[src/rtl/nmd_pkg.sv]
// nmd_pkg: character codes, event and sentence kind codes, header text and
// small decode helpers for the NMEA sentence deframer.
// No dependencies.
`timescale 1ns / 1ps

package nmd_pkg;

  localparam int TERM_CAPACITY = 16;
  localparam int POS_W         = $clog2(TERM_CAPACITY + 1);
  localparam int HDR_LEN       = 6;
  localparam int NUM_HDR       = 4;

  typedef logic [7:0] byte_t;
  typedef logic [2:0] code_t;

  localparam byte_t CH_DOLLAR = 8'h24;
  localparam byte_t CH_COMMA  = 8'h2C;
  localparam byte_t CH_STAR   = 8'h2A;
  localparam byte_t CH_CR     = 8'h0D;
  localparam byte_t CH_LF     = 8'h0A;
  localparam byte_t CH_0      = 8'h30;
  localparam byte_t CH_9      = 8'h39;
  localparam byte_t CH_UA     = 8'h41;
  localparam byte_t CH_UF     = 8'h46;
  localparam byte_t CH_LA     = 8'h61;
  localparam byte_t CH_LF_HEX = 8'h66;

  localparam code_t EV_DATA     = 3'd0;
  localparam code_t EV_START    = 3'd1;
  localparam code_t EV_TERM     = 3'd2;
  localparam code_t EV_SUM_GOOD = 3'd3;
  localparam code_t EV_SUM_BAD  = 3'd4;
  localparam code_t EV_LINEFEED = 3'd5;

  localparam code_t KIND_UNKNOWN = 3'd0;
  localparam code_t KIND_GGA     = 3'd1;
  localparam code_t KIND_RMC     = 3'd2;
  localparam code_t KIND_GSA     = 3'd3;
  localparam code_t KIND_GSV     = 3'd4;

  // header text, first character in the low byte
  function automatic logic [8*HDR_LEN-1:0] header_text(input logic [1:0] k);
    logic [8*HDR_LEN-1:0] t;
    case (k)
      2'd0:    t = {"A", "G", "G", "P", "G", "$"};
      2'd1:    t = {"C", "M", "R", "P", "G", "$"};
      2'd2:    t = {"A", "S", "G", "P", "G", "$"};
      default: t = {"V", "S", "G", "P", "G", "$"};
    endcase
    return t;
  endfunction

  function automatic logic [3:0] hex_value(input byte_t c);
    logic [3:0] v;
    v = 4'd0;
    if (c inside {[CH_0:CH_9]}) begin
      v = 4'(c - CH_0);
    end else if (c inside {[CH_UA:CH_UF]}) begin
      v = 4'(c - CH_UA + 8'd10);
    end else if (c inside {[CH_LA:CH_LF_HEX]}) begin
      v = 4'(c - CH_LA + 8'd10);
    end
    return v;
  endfunction

endpackage

[src/rtl/nmea_sentence_deframer.sv]
// NMEA sentence deframer: one byte in, one event record out per byte.
// Depends on nmd_pkg (character codes, event codes, header text).
`timescale 1ns / 1ps
//
// Usage:
//   in_*   byte stream from the receiver UART, one character per request.
//   out_*  one record per input byte: event in out_tuser, the sentence
//          kind, term index, term length, echoed byte, running XOR and the
//          decoded received checksum in out_tdata.
//   Event codes: data char, sentence start, term closed, checksum good,
//   checksum bad, line feed. The checksum compare happens on every CR.
// Timing:
//   A byte taken into the input register is decoded from there and loaded into
//   the output register, and out_tvalid raised, once the output register is free
//   or being taken; while the receiver stalls, the byte waits in the input register.
//   One byte per cycle sustained while out_tready stays high; the term state is
//   updated in that single decode step.
// Reset clears the sentence state and both pipeline stages; no pass over
// storage is needed. When the receiver stalls, the result is held in the
// output register and the input register still takes one more byte, after
// which in_tready drops until out_tready returns.

module nmea_sentence_deframer (
  input  logic        clk,
  input  logic        rst_n,
  input  logic        in_tvalid,
  output logic        in_tready,
  input  logic [7:0]  in_tdata,   // [7:0] rx_byte
  output logic        out_tvalid,
  input  logic        out_tready,
  output logic [39:0] out_tdata,  // [2:0] sentence_kind, [10:3] term_index,
                                  // [15:11] term_length, [23:16] data_char,
                                  // [31:24] sum_computed, [39:32] sum_received
  output logic [2:0]  out_tuser   // [2:0] event_res
);
  import nmd_pkg::*;

  logic        in_valid_r;
  byte_t       in_byte_r;
  logic        out_valid_r;
  logic [39:0] out_data_r, out_data_nxt;
  code_t       out_ev_r, out_ev_nxt;

  logic             star_r, star_nxt;
  byte_t            sum_r, sum_nxt;
  byte_t            tc_r, tc_nxt;
  logic [POS_W-1:0] pos_r, pos_nxt;
  code_t            kind_r, kind_nxt;
  byte_t            chars_r [HDR_LEN];

  logic  adv, proc;
  byte_t c;
  byte_t recv;
  code_t match_kind;
  logic  do_store;

  assign adv       = !out_valid_r || out_tready;
  assign proc      = in_valid_r && adv;
  assign in_tready = !in_valid_r || adv;
  assign c         = in_byte_r;

  always_comb begin
    logic [8*HDR_LEN-1:0] txt;
    logic                 same;
    match_kind = KIND_UNKNOWN;
    for (int k = NUM_HDR - 1; k >= 0; k--) begin
      txt  = header_text(2'(k));
      same = 1'b1;
      for (int i = 0; i < HDR_LEN; i++) begin
        if (chars_r[i] != txt[8*i +: 8]) same = 1'b0;
      end
      if (same) match_kind = 3'(k + 1);
    end
    if (pos_r < POS_W'(HDR_LEN)) match_kind = KIND_UNKNOWN;
  end

  always_comb begin
    byte_t d0, d1;
    d0 = (pos_r > POS_W'(0)) ? chars_r[0] : 8'd0;
    d1 = (pos_r > POS_W'(1)) ? chars_r[1] : 8'd0;
    recv = {hex_value(d0), hex_value(d1)};
  end

  always_comb begin
    star_nxt   = star_r;
    sum_nxt    = sum_r;
    tc_nxt     = tc_r;
    pos_nxt    = pos_r;
    kind_nxt   = kind_r;
    do_store   = 1'b0;
    out_ev_nxt = EV_DATA;
    case (c)
      CH_DOLLAR: begin
        star_nxt   = 1'b0;
        sum_nxt    = 8'd0;
        tc_nxt     = 8'd0;
        pos_nxt    = POS_W'(1);
        do_store   = 1'b1;
        out_ev_nxt = EV_START;
      end
      CH_COMMA, CH_STAR: begin
        if (c == CH_STAR) star_nxt = 1'b1;
        else if (!star_r) sum_nxt = sum_r ^ c;
        if (tc_r == 8'd0) kind_nxt = match_kind;
        tc_nxt     = tc_r + 8'd1;
        pos_nxt    = '0;
        out_ev_nxt = EV_TERM;
      end
      CH_CR: begin
        tc_nxt     = 8'd0;
        out_ev_nxt = (recv == sum_r) ? EV_SUM_GOOD : EV_SUM_BAD;
      end
      CH_LF: begin
        tc_nxt     = 8'd0;
        out_ev_nxt = EV_LINEFEED;
      end
      default: begin
        if (!star_r) sum_nxt = sum_r ^ c;
        if (pos_r < POS_W'(TERM_CAPACITY)) begin
          do_store = 1'b1;
          pos_nxt  = pos_r + POS_W'(1);
        end
      end
    endcase
    out_data_nxt = {(c == CH_CR) ? recv : 8'd0, sum_nxt, c,
                    5'(pos_nxt), tc_nxt, kind_nxt};
  end

  always_ff @(posedge clk) begin
    if (!rst_n) begin
      in_valid_r  <= 1'b0;
      out_valid_r <= 1'b0;
      star_r      <= 1'b0;
      sum_r       <= 8'd0;
      tc_r        <= 8'd0;
      pos_r       <= '0;
      kind_r      <= KIND_UNKNOWN;
    end else begin
      if (in_tready) in_valid_r <= in_tvalid;
      if (adv) out_valid_r <= in_valid_r;
      if (proc) begin
        star_r <= star_nxt;
        sum_r  <= sum_nxt;
        tc_r   <= tc_nxt;
        pos_r  <= pos_nxt;
        kind_r <= kind_nxt;
      end
    end
  end

  always_ff @(posedge clk) begin
    if (in_tready && in_tvalid) in_byte_r <= in_tdata;
    if (proc) begin
      out_data_r <= out_data_nxt;
      out_ev_r   <= out_ev_nxt;
    end
    if (proc && do_store) begin
      for (int i = 0; i < HDR_LEN; i++) begin
        if ((c == CH_DOLLAR && i == 0) ||
            (c != CH_DOLLAR && pos_r == POS_W'(i))) begin
          chars_r[i] <= c;
        end
      end
    end
  end

  assign out_tvalid = out_valid_r;
  assign out_tdata  = out_data_r;
  assign out_tuser  = out_ev_r;

  a_pos_cap: assert property (@(posedge clk) disable iff (!rst_n)
    pos_r <= POS_W'(TERM_CAPACITY))
    else $error("term length beyond capacity");

  a_start_clears: assert property (@(posedge clk) disable iff (!rst_n)
    (proc && c == CH_DOLLAR) |=> (sum_r == 8'd0 && tc_r == 8'd0 &&
                                  pos_r == POS_W'(1) && !star_r))
    else $error("sentence start did not clear state");

  a_kind_hold: assert property (@(posedge clk) disable iff (!rst_n)
    !(proc && (c == CH_COMMA || c == CH_STAR) && tc_r == 8'd0) |=> $stable(kind_r))
    else $error("sentence kind changed outside header close");

  a_line_end_index: assert property (@(posedge clk) disable iff (!rst_n)
    (out_valid_r && (out_ev_r == EV_START || out_ev_r == EV_LINEFEED ||
                     out_ev_r == EV_SUM_GOOD || out_ev_r == EV_SUM_BAD))
    |-> (out_data_r[10:3] == 8'd0))
    else $error("term index not zero at sentence boundary");

  a_hold_on_stall: assert property (@(posedge clk) disable iff (!rst_n)
    (out_valid_r && !out_tready) |=> !$past(proc))
    else $error("result overwritten while stalled");

endmodule

[config.mk]
export PLATFORM = sky130hd
export DESIGN_NAME = nmea_sentence_deframer
export DESIGN_NICKNAME = d
export VERILOG_FILES = /design/src/rtl/nmd_pkg.sv /design/src/rtl/nmea_sentence_deframer.sv
export SDC_FILE = /design/constraint.sdc
export NUM_CORES = 1
export LEC_CHECK = 0
export ABC_AREA = 1
export ABC_CLOCK_PERIOD_IN_PS = 2700
export BUFFER_PORTS_ARGS = -buffer_cell sky130_fd_sc_hd__buf_2
export CAP_MARGIN = 20
export CORE_MARGIN = 4
export CORE_UTILIZATION = 53
export DETAILED_ROUTE_END_ITERATION = 7
export GPL_ROUTABILITY_DRIVEN = 1
export PLACE_DENSITY = 0.75
export SLEW_MARGIN = 20
export SYNTH_ARGS = -nofsm -noshare
export SYNTH_HDL_FRONTEND = slang
export SYNTH_SLANG_ARGS = --single-unit
[constraint.sdc]
create_clock -name clk -period 2.7 [get_ports clk]
set_clock_uncertainty 0.05 [all_clocks]
set_input_delay 0.135 -clock clk [delete_from_list [all_inputs] [get_ports clk]]
set_output_delay 0.135 -clock clk [all_outputs]
set_load 0.005 [all_outputs]
After elaboration in Yosys (flattened, before gate mapping)
Memories as Yosys holds them, arrays and structs flattened.
Index checks and enable logic that the tools add are counted.
{ "totals": {"word_cells": 170, "output_inout_bits": 45, "mem_bits_rw": 48, "n_memories": 1, "inputBits": 12, "regBits": 78} }
{ "mem_list": {"columns": ["memory", "depth", "width", "read_ports", "rd_clocked_by_memory_dff", "write_ports", "line_no", "text"], "rows": [
  ["chars_r", 6, 8, 6, 0, 1, "nmea_sentence_deframer.sv:49", "byte_t chars_r [HDR_LEN];"]
]} }
{ "classes": {"muxes": 72, "addsub": 12, "bitwise": 1, "n_reduce_logical": 33, "eq_ne": 24, "order_cmp": 16} }
{ "ops": {"columns": ["operator", "n"], "rows": [
  ["$ne 8x7->1 const B", 10],
  ["$mux 8", 9],
  ["$reduce_or 8->1", 5],
  ["$mux 3", 13],
  ["$mux 1", 37],
  ["$ge 8x7->1 const B", 4],
  ["$le 8x7->1 const B", 4],
  ["$eq 8x6->1 const B", 3],
  ["$mux 4", 6],
  ["$pmux 8 s3", 1],
  ["$sub 4x1->4 const B", 6],
  ["$add 4x4->4 const B", 4],
  ["$eq 8x4->1 const B", 2],
  ["$ge 8x6->1 const B", 2],
  ["$le 8x6->1 const B", 2],
  ["$ne 8x6->1 const B", 2],
  ["$pmux 8 s2", 1],
  ["$logic_and 1x1->1", 15],
  ["$pmux 5 s3", 1],
  ["$pmux 3 s4", 1],
  ["$eq 5x2->1 const B", 2],
  ["$eq 5x3->1 const B", 2],
  ["$gt 5x1->1 const B", 2],
  ["$add 8x1->8 const B", 1],
  ["other kinds (18)", 23]
]} }

Depth between registers and ports, before layout
{ "logic_depth": {"depth_word": 14, "mapped_depth": 23, "mapped_depth_nobuf": 23} }

Least setup slack after synthesis
No wires, ideal clock.
{ "synth_timing": {"path_kind": "reg-to-reg", "from": "reg in_byte_r[1], in the netlist c[1]", "to": "mem chars_r[4][0] (netlist bit) (enable)", "required_ns": 2.255, "path_slack_ns": -0.024, "arrival_ns": 2.280, "path_stages_with_launch": 9, "setup_ns": 0.395, "n_path_buf": 1, "period_less_slack_ns": 2.724, "path_cell_list": "edfxtp_1 -> nand3_1 -> a21oi_2 -> nor2_1 -> nand2_1 -> buf_4 -> nor3_1 -> nor2_1 -> nor4_1"} }
{ "synth_via": {"elab_chain_len": 12, "word_cells_on_any_way": 49, "cone_classes": "6 x eq/ne; 29 x mux; 14 x reduce/logical"} }
{ "synth_rtl": {"columns": ["element", "line_no", "text"], "rows": [
  ["start, declared", "nmea_sentence_deframer.sv:39", "byte_t in_byte_r;"],
  ["start signal, assigned", "nmea_sentence_deframer.sv:152", "if (in_tready && in_tvalid) in_byte_r <= in_tdata;"],
  ["$eq 8x6->1 or $eq 8x4->1 (tied branches)", "nmea_sentence_deframer.sv:92", "case (c)"],
  ["$reduce_or 4->1 (no line)", null, null],
  ["$pmux 1 s2", "nmea_sentence_deframer.sv:92", null],
  ["$logic_and 1x1->1", "nmea_sentence_deframer.sv:157", "if (proc && do_store) begin"],
  ["$mux 1", "nmea_sentence_deframer.sv:157", null],
  ["$mux 1 (implied by the code)", "nmea_sentence_deframer.sv:161", "chars_r[i] <= c;"],
  ["$reduce_or 8->1 (no line)", null, null],
  ["$mux 3 (no line) or $mux 1 (tied branches) (5 in a row)", null, null],
  ["end, declared", "nmea_sentence_deframer.sv:49", null]
]} }
Several ways; a longest one is shown, not always the timed one.

Final worst setup path
{ "layout_timing": {"from": "reg pos_r[1]", "to": "reg out_ev_r[2], in the netlist out_tuser[2], data pin"} }
{ "layout_via": {"elab_chain_len": 10, "word_cells_on_any_way": 41, "cone_classes": "10 x add/sub; 14 x order compare; 1 x eq/ne; 10 x mux; 6 x reduce/logical"} }
{ "layout_rtl": {"columns": ["element", "line_no", "text"], "rows": [
  ["start, declared", "nmea_sentence_deframer.sv:47", "logic [POS_W-1:0] pos_r, pos_nxt;"],
  ["start signal, assigned", "nmea_sentence_deframer.sv:145", "pos_r <= pos_nxt;"],
  ["$gt 5x1->1 (on tied branches)", "nmea_sentence_deframer.sv:80, nmea_sentence_deframer.sv:79", null],
  ["$mux 8 (on tied branches)", "nmea_sentence_deframer.sv:80, nmea_sentence_deframer.sv:79", null],
  ["$sub 4x1->4 (tied with other cells)", "nmd_pkg.sv:59, nmd_pkg.sv:61", null],
  ["$add 4x4->4 or $logic_and 1x1->1 (tied branches)", "nmd_pkg.sv:59, nmd_pkg.sv:61, nmd_pkg.sv:60", null],
  ["$mux 4", "nmd_pkg.sv:60", "end else if (c inside {[CH_LA:CH_LF_HEX]}) begin"],
  ["$mux 4", "nmd_pkg.sv:58", "end else if (c inside {[CH_UA:CH_UF]}) begin"],
  ["$mux 4", "nmd_pkg.sv:56", "if (c inside {[CH_0:CH_9]}) begin"],
  ["$eq 8x8->1 *", "nmea_sentence_deframer.sv:111", "out_ev_nxt = (recv == sum_r) ? EV_SUM_GOOD : EV_SUM_BAD;"],
  ["$mux 3 *", "nmea_sentence_deframer.sv:111", null],
  ["$pmux 3 s4 *", "nmea_sentence_deframer.sv:92", null],
  ["net out_ev_nxt[2]", "nmea_sentence_deframer.sv:42", "code_t out_ev_r, out_ev_nxt;"],
  ["end signal, assigned", "nmea_sentence_deframer.sv:155", "out_ev_r <= out_ev_nxt;"],
  ["end, declared", "nmea_sentence_deframer.sv:42", null]
]} }
The timed path passes the listed nets; every way through them passes the cells marked *.
A chain may end at the register's enable or synchronous reset.

==> impl_metrics.yaml <==
outcome:
  status: "complete, no violations"
timing:
  hold_viol_final: 0
  drv_slew: 0
  setup_violations: 0
  fmax_ghz: 0.3898
  worst_pin_slew_ns: 0.8169
  timing.slew.headroom_pct: 45.21
  worst_slack_ns: 0.1344
  min_period_over_period_pct: 95.02
  final.setup.tns_ns: 0
  fin_crit_ns: 2.566
layout:
  fillCellCount: 795
  fin_util_pct: 68.01
  nNetsFinal: 735
  n_antenna_cell: 0
  final_cells: 864
  syn2layout_area_growth_pct: 25.07
  layout-drive-gt1-share_pct: 25.55
  regArea_um2: 3522
  multi_input_area_um2: 2113
power:
  comb_power_share_pct: 11.2
  peakVddDrop_v: 0.0004078
  pwr-share-seq_pct: 46.0
  p_int_mw: 3.688
  p_per_area_nw_per_um2: 658.7
  sw_frac_of_total_pct: 24.05
  total_power_mw: 4.856
  p_switching_mw: 1.168
  p_clk_share_pct: 42.8
  leakagePower_nw: 3.120
placement:
  placed_cells: 816
  preCtsSetupSlack_ns: -0.07167
  io_buffers: 56
  hpwlAfterDp_um: 9512
  routabilityCongestion: 0.9485
global_route:
  use_met3_pct: 5.676
  use_met2_pct: 37.38
  gr-usage-met1_pct: 27.78
  grt_max_degree: 33
  grt_pass1_vias: 4537
  gr-max-usage-layer: "met2"
  grt_usage_pct: 22.51
  grt_pass1_wl_um: 22310
  grt_remaining_overflow: 0
  antenna_found_initial: 0
critical_path:
  critPathKind: "reg -> reg"
  end_kind: "flop"
  arrival_ns: 2.80
  critPathLaunchType: "flop"
  worstPathRequired_ns: 2.94
  crit_fanout: 6
drt:
  totalWireLength_um: 14090
  postRouteAntennaNets: 0
  drcViolationCount: 0
  first_iter_violations: 443
  viasPerCell: 5.424
  vias: 4686
  routedWlPerCell_um: 16.31
  drt_first_pass_iters: 5
synth:
  syn_nets: 629
  ys_warn_count: 0
  synth_seq_area_share_pct: 59.61
  synthFlopType: "edfxtp_1"
  synth.avg_cell_area_um2: 9.743
  synth_edf_count: 99
  synth.distinct_cells: 39
  syn_inst: 605
  post_synth_instance_area_um2: 5894
  ys_async_sr_fraction_pct: 0
  ys_ff_latch: 126
flow_run:
  drv_cap: 0
cts:
  cts_tree: "yes"
  clock_path_buffers: 2
  clockRootBuffer: "clkbuf_8"
  cts_max_level: 4
  clock-sinks: 126
  clock_latency_ns: 0.53
  path_clk_slew_ns: 0.06
  cts_buffers: 17
min_path:
  hold_class: "in -> reg"
die:
  ios: 57
  rows: 38
  die_x_um: 113.5
  die_area_um2: 12870
  die_h_um: 113.5
  start_util_pct: 54.37
  core_um2: 10840
cell families (layout without fill, tap and decap cells):
kind of cell | Yosys count | count (layout) | synth area share, %
xor+xnor | 10 | 10 | 1.486
flops | 126 | 126 | 59.61
fa+ha+maj | 12 | 12 | 2.547
simple gates | 263 | 263 | 20.72
buf+inv | 107 | 226 | 7.153
compound gates | 87 | 87 | 8.491
synthesized netlist by cell type (2+ instances only):
library cell  instances  area, µm²
nand2_1             111      416.7
edfxtp_1             99       2973
inv_1                92      345.3
nor2_1               54      202.7
nand3_1              40      200.2
o21ai_0              37      185.2
a21oi_1              30      150.1
dfxtp_1              27      540.5
nand4_1              13      81.33
ha_1                 12      150.1
xor2_1               10      87.58
nor3_1                9      45.04
clkbuf_1              8      30.03
nor2_2                7      43.79
nor4_1                7      43.79
nand2_2               5      31.28
o21ai_1               5      25.02
nand3_2               4      40.04
o211ai_1              4      30.03
o211ai_2              4      50.05
nand2_4               3      33.78
or2_2                 3      18.77
and2_1                2      12.51
buf_6                 2      22.52
inv_2                 2      7.510
o32ai_1               2      17.52
sequential cells by signal (all words and copies together), names as in the netlist:
| register | cells |
|---|---|
| chars_r | 48 |
| pos_r | 5 |
| star_r | 1 |
| kind_r | 3 |
| tc_r | 8 |
| out_tvalid | 1 |
| sum_r | 8 |
| out_tdata | 40 |
| c | 8 |
| in_valid_r | 1 |
| out_tuser | 3 |
critical path, cell delays in order, from the launching register on:
cell	delay (ns)
dfxtp_2	0.34
inv_4	0.09
ha_4	0.13
inv_2	0.04
nor2_4	0.13
nand2_4	0.12
buf_6	0.15
nand3_4	0.09
ha_2	0.18
inv_2	0.04
nor2_2	0.08
nor2_2	0.05
nand2_2	0.10
nand2_4	0.10
nand2_4	0.11
nand3_2	0.08
nand2_1	0.07
nand2_1	0.06
nor2_2	0.13
nand3_1	0.08
nand2_1	0.06
nand2_1	0.04
placed cells by master (no fill, tap or decap), drive strengths merged, types with 10 or more instances in the layout:
cell,instances
dlygate4sd3,12
xor2,10
inv,94
o21ai,43
nor2,61
buf,87
a21oi,31
nand2,119
nand3,44
ha,12
nand4,13
edfxtp,99
dfxtp,27
clkbuf,27
power groups by stage:
| stage | logic [mW] | clock network (mW) | registers [mW] |
|---|---|---|---|
| 3_5_place_dp | 0.461 | 0 | 2.27 |
| 4_1_cts | 0.483 | 2.10 | 2.23 |
| 5_1_grt | 0.599 | 2.19 | 2.24 |
| 6_report | 0.542 | 2.08 | 2.23 |
| 3_3_place_gp | 0.440 | 0 | 2.26 |
| 2_1_floorplan | 0.291 | 0 | 2.27 |
final cells by class:
type                       instances  share of cell area [%]
inverter                          95                   4.871
multi-input combinational        372                   28.67
tap                              140                   2.376
clock buffer                      27                   7.094
timing repair buffer              99                   8.809
clock inverter                     5                  0.4073
sequential                       126                   47.78
worst paths after layout:
kind,from,to,slack [ns],depth (start not counted)
setup / recovery,pos_r[1],out_tuser[2],0.13,21
hold / removal,rst_n,star_r,0.23,3
setup reg to reg,pos_r[1],out_tuser[2],0.13,21
hold reg to reg,star_r,star_r,0.43,2
metrics by stage:
step / cell area, µm² / hold slack, ns
after floorplan: 5901 / 0.1839
after global placement: 6506 / 0.2643
after CTS: 7186 / 0.2155
final: 7372 / 0.2290
after global routing: 7372 / 0.2709
after detailed placement: 6506 / 0.2642
repair_timing:
action                                  CTS  global route
resized for setup                         3            50
endpoints found under the hold margin    10             0
hold buffers                             12             0
setup buffers                             0             4
pin swaps                                 2            15
endpoints found under the setup margin    3             3
routing by layer:
layer  vias to the layer above  part of all wire [%]
li1                       2261                     -
met1                      2187                    40
met2                       198                    49
met3                        40                   7.0
met4                         0                   3.6
met5                         -                     0
Power figures use the tool's default switching activity.
